--- config.mk ---
export PLATFORM = sky130hd
export DESIGN_NAME = pattern_metronome
export DESIGN_NICKNAME = d
export VERILOG_FILES = /design/src/hw/rtl/pm_pkg.sv /design/src/hw/rtl/pm_mod.sv /design/src/hw/rtl/pm_dpath.sv /design/src/hw/rtl/pm_ctrl.sv /design/src/hw/rtl/pattern_metronome.sv
export SDC_FILE = /design/constraint.sdc
export NUM_CORES = 2
export LEC_CHECK = 0
export BUFFER_PORTS_ARGS = -buffer_cell sky130_fd_sc_hd__buf_2
export CAP_MARGIN = 25
export CORE_MARGIN = 1.5
export CORE_UTILIZATION = 50
export CTS_CLUSTER_SIZE = 10
export DETAILED_ROUTE_END_ITERATION = 8
export PLACE_DENSITY = 0.65
export SETUP_SLACK_MARGIN = 0.4
export SYNTH_ARGS = -nofsm -noshare
export SYNTH_HDL_FRONTEND = slang
export SYNTH_SLANG_ARGS = --single-unit
export TNS_END_PERCENT = 30
--- constraint.sdc ---
create_clock -name clk -period 11.4 [get_ports clk]
set_clock_uncertainty 0.05 [all_clocks]
set_input_delay 0 -clock clk [delete_from_list [all_inputs] [get_ports clk]]
set_output_delay 0 -clock clk [all_outputs]
set_load 0.01 [all_outputs]
--- src/hw/rtl/pm_pkg.sv ---
// shared constants, codes and controller/datapath interface types for the pattern metronome
package pm_pkg;

	localparam int MAX_LEN   = 64;
	localparam int NBANKS    = 3;
	localparam int DEPTH     = NBANKS * MAX_LEN;
	localparam int LEN_W     = $clog2(MAX_LEN + 1);
	localparam int IDX_W     = (MAX_LEN > 1) ? $clog2(MAX_LEN) : 1;
	localparam int BANK_W    = $clog2(NBANKS);
	localparam int ADDR_W    = $clog2(DEPTH);
	localparam int OP_W      = 3;
	localparam int VALUE_W   = 16;
	localparam int KIND_W    = 2;
	localparam int STEPNOW_W = 6;
	localparam int STEP_W    = 16;
	localparam int DIVD_W    = STEP_W + 1;
	localparam int CNT_W     = $clog2(DIVD_W + 1);

	localparam logic [OP_W-1:0] OP_TICK  = 3'd0;
	localparam logic [OP_W-1:0] OP_START = 3'd1;
	localparam logic [OP_W-1:0] OP_STOP  = 3'd2;
	localparam logic [OP_W-1:0] OP_ENTRY = 3'd3;
	localparam logic [OP_W-1:0] OP_SETSTEP = 3'd4;

	localparam logic [KIND_W-1:0] KIND_BEAT   = 2'd0;
	localparam logic [KIND_W-1:0] KIND_ACCEPT = 2'd1;
	localparam logic [KIND_W-1:0] KIND_REJECT = 2'd2;
	localparam logic [KIND_W-1:0] KIND_EMPTY  = 2'd3;

	typedef struct packed {
		logic latch;
		logic dec_count;
		logic clear_run;
		logic set_step;
		logic entry;
		logic start_arm;
		logic set_empty;
		logic fire;
		logic mod_commit;
		logic rd;
		logic emit;
	} cmd_t;

	typedef struct packed {
		logic [OP_W-1:0] op;
		logic            last;
		logic            running;
		logic            cd_gt1;
		logic            len_zero;
		logic            mod_done;
		logic            out_free;
	} sts_t;

endpackage

--- src/hw/rtl/pm_mod.sv ---
// iterative remainder unit for the step advance, one dividend bit per cycle
module pm_mod (
	input  logic                        clk,
	input  logic                        arst_n,
	input  logic                        start,
	input  logic [pm_pkg::DIVD_W-1:0]   dividend,
	input  logic [pm_pkg::LEN_W-1:0]    divisor,
	output logic                        done,
	output logic [pm_pkg::LEN_W-1:0]    rem
);

	logic                         busy_q;
	logic                         done_q;
	logic [pm_pkg::CNT_W-1:0]     cnt_q;
	logic [pm_pkg::LEN_W-1:0]     r_q;
	logic [pm_pkg::LEN_W-1:0]     div_q;
	logic [pm_pkg::DIVD_W-1:0]    sh_q;
	logic [pm_pkg::LEN_W:0]       trial;
	logic                         fast;

	assign fast  = dividend <= pm_pkg::DIVD_W'(divisor);
	assign trial = {r_q, sh_q[pm_pkg::DIVD_W-1]};

	always_ff @(posedge clk or negedge arst_n) begin
		if (!arst_n) begin
			busy_q <= 1'b0;
			done_q <= 1'b0;
			cnt_q  <= '0;
		end else begin
			done_q <= 1'b0;
			if (start) begin
				if (fast) begin
					done_q <= 1'b1;
				end else begin
					busy_q <= 1'b1;
					cnt_q  <= pm_pkg::CNT_W'(pm_pkg::DIVD_W);
				end
			end else if (busy_q) begin
				cnt_q <= cnt_q - pm_pkg::CNT_W'(1);
				if (cnt_q == pm_pkg::CNT_W'(1)) begin
					busy_q <= 1'b0;
					done_q <= 1'b1;
				end
			end
		end
	end

	always_ff @(posedge clk) begin
		if (start) begin
			div_q <= divisor;
			sh_q  <= dividend;
			if (fast) begin
				r_q <= (dividend == pm_pkg::DIVD_W'(divisor)) ? '0
					: dividend[pm_pkg::LEN_W-1:0];
			end else begin
				r_q <= '0;
			end
		end else if (busy_q) begin
			sh_q <= {sh_q[pm_pkg::DIVD_W-2:0], 1'b0};
			if (trial >= {1'b0, div_q}) begin
				r_q <= pm_pkg::LEN_W'(trial - {1'b0, div_q});
			end else begin
				r_q <= trial[pm_pkg::LEN_W-1:0];
			end
		end
	end

	assign done = done_q;
	assign rem  = r_q;

	a_no_restart: assert property (@(posedge clk) disable iff (!arst_n)
		start |-> !busy_q)
		else $error("remainder unit started while busy");

	a_rem_range: assert property (@(posedge clk) disable iff (!arst_n)
		done_q |-> (r_q < div_q))
		else $error("remainder not below divisor");

endmodule

--- src/hw/rtl/pm_dpath.sv ---
// datapath: pattern banks, step and countdown registers, output register
module pm_dpath (
	input  logic                          clk,
	input  logic                          arst_n,
	input  pm_pkg::cmd_t                  cmd,
	output pm_pkg::sts_t                  sts,
	input  logic [pm_pkg::OP_W-1:0]       operation,
	input  logic [pm_pkg::VALUE_W-1:0]    value,
	input  logic                          last,
	input  logic                          cfg_write,
	input  logic                          cfg_data,
	input  logic                          out_stall,
	output logic                          out_valid,
	output logic [pm_pkg::KIND_W-1:0]     kind,
	output logic [pm_pkg::STEPNOW_W-1:0]  step_now,
	output logic                          cycle_end
);

	logic [pm_pkg::OP_W-1:0]      op_q;
	logic [pm_pkg::VALUE_W-1:0]   value_q;
	logic                         last_q;

	logic [pm_pkg::VALUE_W-1:0]   bank_mem_q [pm_pkg::DEPTH];
	logic [pm_pkg::VALUE_W-1:0]   rd_data_q;
	logic [pm_pkg::LEN_W-1:0]     bank_len_q [pm_pkg::NBANKS];
	logic [pm_pkg::BANK_W-1:0]    active_q;
	logic [pm_pkg::BANK_W-1:0]    pending_q;
	logic [pm_pkg::BANK_W-1:0]    loading_q;
	logic                         pflag_q;
	logic [pm_pkg::LEN_W-1:0]     load_cnt_q;
	logic                         load_bad_q;
	logic [pm_pkg::STEP_W-1:0]    step_q;
	logic [pm_pkg::VALUE_W-1:0]   cd_q;
	logic                         running_q;
	logic                         sync_q;

	logic [pm_pkg::KIND_W-1:0]    res_kind_q;
	logic                         res_wrap_q;
	logic                         out_valid_q;
	logic [pm_pkg::KIND_W-1:0]    kind_q;
	logic [pm_pkg::STEPNOW_W-1:0] step_now_q;
	logic                         cycle_end_q;

	logic [pm_pkg::LEN_W-1:0]     len_act;
	logic [pm_pkg::LEN_W-1:0]     fire_len;
	logic                         fire_sw;
	logic                         ent_room;
	logic [pm_pkg::LEN_W-1:0]     ent_cnt;
	logic                         ent_bad;
	logic                         ent_ok;
	logic                         ent_direct;
	logic [pm_pkg::BANK_W-1:0]    new_active;
	logic [pm_pkg::BANK_W-1:0]    new_pend;
	logic [pm_pkg::BANK_W-1:0]    ent_free;
	logic                         out_free;
	logic                         mod_done;
	logic [pm_pkg::LEN_W-1:0]     mod_rem;
	logic [pm_pkg::ADDR_W-1:0]    wr_addr;
	logic [pm_pkg::ADDR_W-1:0]    rd_addr;

	function automatic logic [pm_pkg::ADDR_W-1:0] bank_addr(
		input logic [pm_pkg::BANK_W-1:0] bank,
		input logic [pm_pkg::IDX_W-1:0]  idx
	);
		bank_addr = pm_pkg::ADDR_W'(bank) * pm_pkg::ADDR_W'(pm_pkg::MAX_LEN)
			+ pm_pkg::ADDR_W'(idx);
	endfunction

	function automatic logic [pm_pkg::BANK_W-1:0] pick_free(
		input logic [pm_pkg::BANK_W-1:0] act,
		input logic                      pf,
		input logic [pm_pkg::BANK_W-1:0] pend
	);
		logic [pm_pkg::BANK_W-1:0] r;
		r = '0;
		for (int b = pm_pkg::NBANKS - 1; b >= 0; b--) begin
			if (pm_pkg::BANK_W'(b) != act && !(pf && pm_pkg::BANK_W'(b) == pend)) begin
				r = pm_pkg::BANK_W'(b);
			end
		end
		pick_free = r;
	endfunction

	assign len_act  = bank_len_q[active_q];
	assign fire_sw  = sync_q && pflag_q
		&& (step_q == pm_pkg::STEP_W'(len_act) - pm_pkg::STEP_W'(1));
	assign fire_len = fire_sw ? bank_len_q[pending_q] : len_act;

	assign ent_room   = load_cnt_q < pm_pkg::LEN_W'(pm_pkg::MAX_LEN);
	assign ent_cnt    = ent_room ? load_cnt_q + pm_pkg::LEN_W'(1) : load_cnt_q;
	assign ent_bad    = load_bad_q || !ent_room || (value_q == '0);
	assign ent_ok     = !ent_bad && (ent_cnt != '0);
	assign ent_direct = !sync_q || (len_act == '0);
	assign new_active = ent_direct ? loading_q : active_q;
	assign new_pend   = ent_direct ? pending_q : loading_q;
	assign ent_free   = pick_free(new_active, !ent_direct, new_pend);

	assign wr_addr  = bank_addr(loading_q, load_cnt_q[pm_pkg::IDX_W-1:0]);
	assign rd_addr  = bank_addr(active_q, step_q[pm_pkg::IDX_W-1:0]);
	assign out_free = !out_valid_q || !out_stall;

	pm_mod u_mod (
		.clk      (clk),
		.arst_n   (arst_n),
		.start    (cmd.fire),
		.dividend ({1'b0, step_q} + pm_pkg::DIVD_W'(1)),
		.divisor  (fire_len),
		.done     (mod_done),
		.rem      (mod_rem)
	);

	// latched beat and pattern memory
	always_ff @(posedge clk) begin
		if (cmd.latch) begin
			op_q    <= operation;
			value_q <= value;
			last_q  <= last;
		end
		if (cmd.entry && ent_room) begin
			bank_mem_q[wr_addr] <= value_q;
		end
		if (cmd.rd) begin
			rd_data_q <= bank_mem_q[rd_addr];
		end
	end

	// result and output payload
	always_ff @(posedge clk) begin
		if (cmd.entry) begin
			res_kind_q <= ent_ok ? pm_pkg::KIND_ACCEPT : pm_pkg::KIND_REJECT;
			res_wrap_q <= 1'b0;
		end
		if (cmd.start_arm) begin
			res_kind_q <= pm_pkg::KIND_BEAT;
			res_wrap_q <= 1'b0;
		end
		if (cmd.set_empty) begin
			res_kind_q <= pm_pkg::KIND_EMPTY;
			res_wrap_q <= 1'b0;
		end
		if (cmd.mod_commit) begin
			res_kind_q <= pm_pkg::KIND_BEAT;
			res_wrap_q <= (mod_rem == '0);
		end
		if (cmd.emit) begin
			kind_q      <= res_kind_q;
			step_now_q  <= (res_kind_q == pm_pkg::KIND_BEAT)
				? step_q[pm_pkg::STEPNOW_W-1:0] : '0;
			cycle_end_q <= res_wrap_q;
		end
	end

	always_ff @(posedge clk or negedge arst_n) begin
		if (!arst_n) begin
			for (int i = 0; i < pm_pkg::NBANKS; i++) begin
				bank_len_q[i] <= '0;
			end
			active_q    <= pm_pkg::BANK_W'(0);
			pending_q   <= pm_pkg::BANK_W'(0);
			loading_q   <= pm_pkg::BANK_W'(1);
			pflag_q     <= 1'b0;
			load_cnt_q  <= '0;
			load_bad_q  <= 1'b0;
			step_q      <= '0;
			cd_q        <= '0;
			running_q   <= 1'b0;
			sync_q      <= 1'b0;
			out_valid_q <= 1'b0;
		end else begin
			if (cfg_write) begin
				sync_q <= cfg_data;
			end
			if (cmd.dec_count) begin
				cd_q <= cd_q - pm_pkg::VALUE_W'(1);
			end
			if (cmd.clear_run || cmd.set_empty) begin
				running_q <= 1'b0;
			end
			if (cmd.set_step) begin
				step_q <= value_q;
			end
			if (cmd.start_arm) begin
				running_q <= 1'b1;
				if (step_q >= pm_pkg::STEP_W'(len_act)) begin
					step_q <= '0;
				end
			end
			if (cmd.fire && fire_sw) begin
				pflag_q  <= 1'b0;
				active_q <= pending_q;
			end
			if (cmd.mod_commit) begin
				step_q <= pm_pkg::STEP_W'(mod_rem);
			end
			if (cmd.entry) begin
				if (!last_q) begin
					load_cnt_q <= ent_cnt;
					load_bad_q <= ent_bad;
				end else begin
					load_cnt_q <= '0;
					load_bad_q <= 1'b0;
					if (ent_ok) begin
						bank_len_q[loading_q] <= ent_cnt;
						active_q  <= new_active;
						pending_q <= new_pend;
						pflag_q   <= !ent_direct;
						loading_q <= ent_free;
					end
				end
			end
			if (cmd.emit) begin
				out_valid_q <= 1'b1;
				if (res_kind_q == pm_pkg::KIND_BEAT) begin
					cd_q <= rd_data_q;
				end
			end else if (!out_stall) begin
				out_valid_q <= 1'b0;
			end
		end
	end

	assign sts.op       = op_q;
	assign sts.last     = last_q;
	assign sts.running  = running_q;
	assign sts.cd_gt1   = cd_q > pm_pkg::VALUE_W'(1);
	assign sts.len_zero = (len_act == '0);
	assign sts.mod_done = mod_done;
	assign sts.out_free = out_free;

	assign out_valid = out_valid_q;
	assign kind      = kind_q;
	assign step_now  = step_now_q;
	assign cycle_end = cycle_end_q;

	a_bank_distinct: assert property (@(posedge clk) disable iff (!arst_n)
		active_q != loading_q)
		else $error("loading bank overlaps active bank");

	a_pend_distinct: assert property (@(posedge clk) disable iff (!arst_n)
		pflag_q |-> (pending_q != loading_q && pending_q != active_q))
		else $error("pending bank overlaps another bank");

	a_beat_running: assert property (@(posedge clk) disable iff (!arst_n)
		(cmd.emit && res_kind_q == pm_pkg::KIND_BEAT) |=> running_q)
		else $error("beat emitted while stopped");

endmodule

--- src/hw/rtl/pm_ctrl.sv ---
// controller state machine sequencing one beat through the datapath
module pm_ctrl (
	input  logic          clk,
	input  logic          arst_n,
	input  logic          in_valid,
	output logic          in_stall,
	input  pm_pkg::sts_t  sts,
	output pm_pkg::cmd_t  cmd
);

	typedef enum logic [4:0] {
		ST_IDLE = 5'b00001,
		ST_EXEC = 5'b00010,
		ST_MODW = 5'b00100,
		ST_RD   = 5'b01000,
		ST_EMIT = 5'b10000
	} state_t;

	state_t state_q;
	state_t state_d;

	always_comb begin
		cmd     = '0;
		state_d = state_q;
		case (state_q)
			ST_IDLE: begin
				if (in_valid) begin
					cmd.latch = 1'b1;
					state_d   = ST_EXEC;
				end
			end
			ST_EXEC: begin
				state_d = ST_IDLE;
				case (sts.op)
					pm_pkg::OP_TICK: begin
						if (sts.running) begin
							if (sts.cd_gt1) begin
								cmd.dec_count = 1'b1;
							end else if (sts.len_zero) begin
								cmd.clear_run = 1'b1;
							end else begin
								cmd.fire = 1'b1;
								state_d  = ST_MODW;
							end
						end
					end
					pm_pkg::OP_START: begin
						if (sts.len_zero) begin
							cmd.set_empty = 1'b1;
							state_d       = ST_EMIT;
						end else begin
							cmd.start_arm = 1'b1;
							state_d       = ST_RD;
						end
					end
					pm_pkg::OP_STOP: begin
						cmd.clear_run = 1'b1;
					end
					pm_pkg::OP_ENTRY: begin
						cmd.entry = 1'b1;
						if (sts.last) begin
							state_d = ST_EMIT;
						end
					end
					pm_pkg::OP_SETSTEP: begin
						cmd.set_step = 1'b1;
					end
					default: begin
						state_d = ST_IDLE;
					end
				endcase
			end
			ST_MODW: begin
				if (sts.mod_done) begin
					cmd.mod_commit = 1'b1;
					state_d        = ST_RD;
				end
			end
			ST_RD: begin
				cmd.rd  = 1'b1;
				state_d = ST_EMIT;
			end
			ST_EMIT: begin
				if (sts.out_free) begin
					cmd.emit = 1'b1;
					state_d  = ST_IDLE;
				end
			end
			default: begin
				state_d = ST_IDLE;
			end
		endcase
	end

	always_ff @(posedge clk or negedge arst_n) begin
		if (!arst_n) begin
			state_q <= ST_IDLE;
		end else begin
			state_q <= state_d;
		end
	end

	assign in_stall = (state_q != ST_IDLE);

endmodule

--- src/hw/rtl/pattern_metronome.sv ---
// top level of the pattern metronome: controller, datapath and their ports
// The block takes one beat at a time; after a beat is taken the input stalls for the
// remainder of its work. A tick that does not expire the countdown, a stop, a set step,
// an unused operation code and a non-final pattern entry end in the execute state; a
// final pattern entry then passes the emit state; a start the read and emit states, or
// only the emit state when no pattern is loaded; a tick that emits a timed beat the
// remainder wait, read and emit states. The remainder is found at once when the new step
// index follows directly from the current one (index plus one within the length), and
// bit by bit when the step index was set beyond the length or a pattern switch shortens
// it: the remainder unit resolves one dividend bit per cycle. A result waits in the output
// register while the next beat is taken; a block that must emit again before that result
// leaves holds until it does. The pattern store is a single-port array with a registered read.
module pattern_metronome (
	input  logic                          clk,
	input  logic                          arst_n,
	input  logic                          cfg_write,
	input  logic                          cfg_data,
	input  logic                          in_valid,
	output logic                          in_stall,
	input  logic [pm_pkg::OP_W-1:0]       operation,
	input  logic [pm_pkg::VALUE_W-1:0]    value,
	input  logic                          last,
	output logic                          out_valid,
	input  logic                          out_stall,
	output logic [pm_pkg::KIND_W-1:0]     kind,
	output logic [pm_pkg::STEPNOW_W-1:0]  step_now,
	output logic                          cycle_end
);

	pm_pkg::cmd_t cmd;
	pm_pkg::sts_t sts;

	pm_ctrl u_ctrl (
		.clk      (clk),
		.arst_n   (arst_n),
		.in_valid (in_valid),
		.in_stall (in_stall),
		.sts      (sts),
		.cmd      (cmd)
	);

	pm_dpath u_dpath (
		.clk       (clk),
		.arst_n    (arst_n),
		.cmd       (cmd),
		.sts       (sts),
		.operation (operation),
		.value     (value),
		.last      (last),
		.cfg_write (cfg_write),
		.cfg_data  (cfg_data),
		.out_stall (out_stall),
		.out_valid (out_valid),
		.kind      (kind),
		.step_now  (step_now),
		.cycle_end (cycle_end)
	);

endmodule

==> key figures <==
Run status
  • Status: finished clean

Placement
  • IO buf count: 36
  • DP Worst Slack: 5520 ps
  • DP HPWL: 167,700 µm
  • Final GP Congestion: 0.8296

Clock network
  • Root Driver: clkbuf_16
  • CTS clk-pin slew, worst paths: 60 ps
  • Post-CTS Setup Bufs: 0
  • CTS H-tree depth: 5
  • CTS tree: yes
  • CTS resizes: 0
  • Maximum clock path buffer count: 4
  • CTS Buf Count: 379
  • Clock Latency Late Sink: 970 ps
  • TritonCTS Sinks: 3,234

Timing
  • Fmax: 175.1 MHz
  • Final Setup Violations: 0
  • Setup TNS Final: 0 ps
  • Tmin final: 5712 ps
  • Pins Over Slew Limit: 0
  • RSZ-0062 raised after global routing: false
  • Worst Tran Pin Value: 1294 ps
  • Final Hold Viols: 0
  • Max_slew headroom: 0.1373
  • Worst setup margin: 5688 ps
  • Ratio of final minimum period to clock period: 0.5010

Critical path
  • Worst setup EP type: flop
  • Crit. Startpoint: u_dpath.step_q[0]
  • CP arrival: 6340 ps
  • Data required, critical path: 12,030 ps
  • Reg2reg start: u_dpath.step_q[0]
  • CP Max Fanout: 46
  • Worst R2R Setup Slack: 5690 ps
  • Reg2Reg Depth: 9
  • Setup CP Type: reg2reg
  • Element type at the critical path start: flop

Die
  • Core area: 250,900 µm²
  • Rows: 184
  • Die height: 505.1 µm
  • Initial Util: 0.5023
  • Die ar.: 255,100 µm²
  • Io pins: 37
  • Die X: 505.1 µm

Detailed routing
  • Iteration count of the initial detailed-routing pass: 6
  • Wire per inst: 32.16 µm
  • Vias per std cell: 6.323
  • Post-Route WL: 306,400 µm
  • Via count: 60,240
  • DRC violations left: 0
  • DRT iter0 DRCs: 7,987
  • Routed Antenna Nets: 0

Final layout
  • Proportion of layout cells with a drive suffix above 1: 0.2833
  • Nets: 6,143
  • Fill cells: 18,050
  • Synth-to-Final Area Change: 13.18%

Hold path
  • WHS Path Cells: 3
  • Worst min path class: in2reg
  • HP Start: value[5]

Global route
  • First-pass GRT wire length: 439,200 µm
  • Total GRT Usage: 0.2399
  • Largest net degree at the start of global routing: 195
  • GRT overflow: 0
  • Initial antenna violation count: 11
  • Vias in the first global route: 60,440

Logic synthesis
  • Syn_area_per_cell: 22.38 µm²
  • Dominant cells by area after synthesis: edfxtp_1, mux4_2, dfrtp_1
  • Synth area leader: edfxtp_1
  • Synth warn: 0
  • Sequential share of the synthesized area: 0.7670
  • Cell variety after synth: 74
  • Main synth FF type: edfxtp_1
  • Synth top area share: 0.7502
  • #FFs+latches synth: 3,234
  • Synthesized instance count: 5,632
  • Synth Cell Area: 126,100 µm²
  • Post-synth EDFFs: 3,149
  • Ys async rst share: 0.02566
  • Synthesized Nets: 5,691

Power
  • Pwr Density: 224.9 nW/µm²
  • Leak: 43.95 nW
  • Peak VDD IR: 0.2000 mV

Job
  • MaxCap Viol Count: 0
==> per-layer routing <==
layer	GRT usage	routed length [µm]	vias up
met2	0.3571	140200	2910
met5	0	28	-
met1	0.3575	127600	32440
met3	0.05014	28810	463
li1	-	-	24420
met4	0.07925	9787	6
==> per-stage QoR <==
| stage | instance area (µm²) | std cells | total power (W) | utilization | hold slack, ps |
|---|---|---|---|---|---|
| after global routing | 142700 | 9523 | 0.03313 | 0.5685 | 235.1 |
| after global placement | 131500 | 8973 | 0.02187 | 0.5240 | -112.9 |
| final | 142700 | 9526 | 0.03209 | 0.5685 | 252.4 |
| after CTS | 142300 | 9505 | 0.03224 | 0.5670 | 169.7 |
| after floorplan | 126100 | 5632 | 0.01952 | - | -345.6 |
| after detailed placement | 131700 | 8982 | 0.02196 | 0.5247 | -109.5 |
==> cell families (layout without fill, tap and decap cells) <==
group	after synthesis	count (layout)	share of synthesized area
and+or+nand+nor	555	555	0.01955
DFF	3234	3234	0.7670
xor gates and xnor gates	53	53	0.003682
adders and majority gates	33	33	0.003335
muxes	1072	1072	0.1773
AOI/OAI and AO/OA	293	293	0.01544
buffers and inverters	392	934	0.01368
other	0	4	0
==> layout by cell type (no fill, tap or decap), types with 13 or more instances in the layout <==
master / instances
a22oi_1: 48
edfxtp_1: 3149
nand2_1: 141
buf_4: 264
dlygate4sd3_1: 51
xnor2_1: 35
mux2i_1: 138
clkbuf_16: 384
and2_1: 13
buf_16: 15
o21ai_0: 66
a311o_1: 16
buf_2: 35
nand3_1: 23
nor2_2: 47
xor2_1: 18
nor3_1: 19
dfrtp_1: 76
clkbuf_1: 64
nor2_1: 210
ha_1: 32
o221ai_1: 17
mux4_2: 928
clkinv_1: 39
buf_12: 21
inv_1: 41
nor2b_1: 21
a31oi_1: 22
o22ai_1: 19
a21oi_1: 61
==> synth_stat cells (18+ instances only) <==
master    instances
edfxtp_1       3149
mux4_2          928
nor2_1          265
clkbuf_1        153
nand2_1         141
mux2i_1         138
buf_2            94
dfrtp_1          81
o21ai_0          66
a21oi_1          61
a22oi_1          48
buf_1            45
inv_1            41
xnor2_1          35
ha_1             32
clkinv_1         30
nand3_1          23
nor2b_1          23
a31oi_1          22
buf_4            19
nor3_1           19
o22ai_1          19
xor2_1           18
==> critical path: stages (launching register included) <==
cell      delay [ps]
dfrtp_4          830
buf_4            780
buf_4            400
buf_16           300
buf_4            780
mux4_2           620
mux4_2           500
mux2i_1          500
o221ai_1         230
a311o_1          290
==> registers in the layout, summed over array words and instances (netlist names), 3 cells and up <==
signal               count
u_dpath.load_cnt_q       7
u_dpath.u_mod.div_q      7
u_dpath.step_q          16
u_dpath.u_mod.cnt_q      5
u_dpath.bank_len_q      21
u_dpath.u_mod.rem        7
u_dpath.value_q         16
u_dpath.step_now         6
u_dpath.cd_q            16
u_dpath.op_q             3
u_dpath.u_mod.sh_q      17
u_dpath.rd_data_q       16
u_dpath.bank_mem_q    3072
u_ctrl.state_q           5
==> area by class of cell <==
type | count | area (µm²) | area share
clock inverters | 19 | 173.9 | 0.001219
inverters | 73 | 279.0 | 0.001956
diodes | 4 | 10.01 | 0.00007016
multi-input cells | 2006 | 27850 | 0.1952
flip-flops and latches | 3234 | 96700 | 0.6778
repair buffers | 390 | 3561 | 0.02496
well taps | 3348 | 4189 | 0.02936
clock buffers | 452 | 9905 | 0.06943
==> power by group <==
group / internal, W / switching [W] / leakage, nW
Clock: 0.00601 / 0.00432 / 4.92
Sequential: 0.0137 / 0.000237 / 29.3
Combinational: 0.00350 / 0.00437 / 9.72
Total: 0.0232 / 0.00893 / 44.0
==> final timing paths <==
kind                                        end
setup / recovery           u_dpath.rd_data_q[1]
setup reg to reg           u_dpath.rd_data_q[1]
hold reg to reg               u_dpath.cycle_end
hold / removal               u_dpath.value_q[5]
max in group asynchronous       u_dpath.cd_q[0]
min in group asynchronous    u_dpath.step_q[14]
==> repair_timing <==
item / in CTS / in global routing
endpoints found under the setup margin: 0 / 0
hold buffers: 52 / 0
hold endpoints to repair: 152 / 0
(Power assumes the default switching activity.)
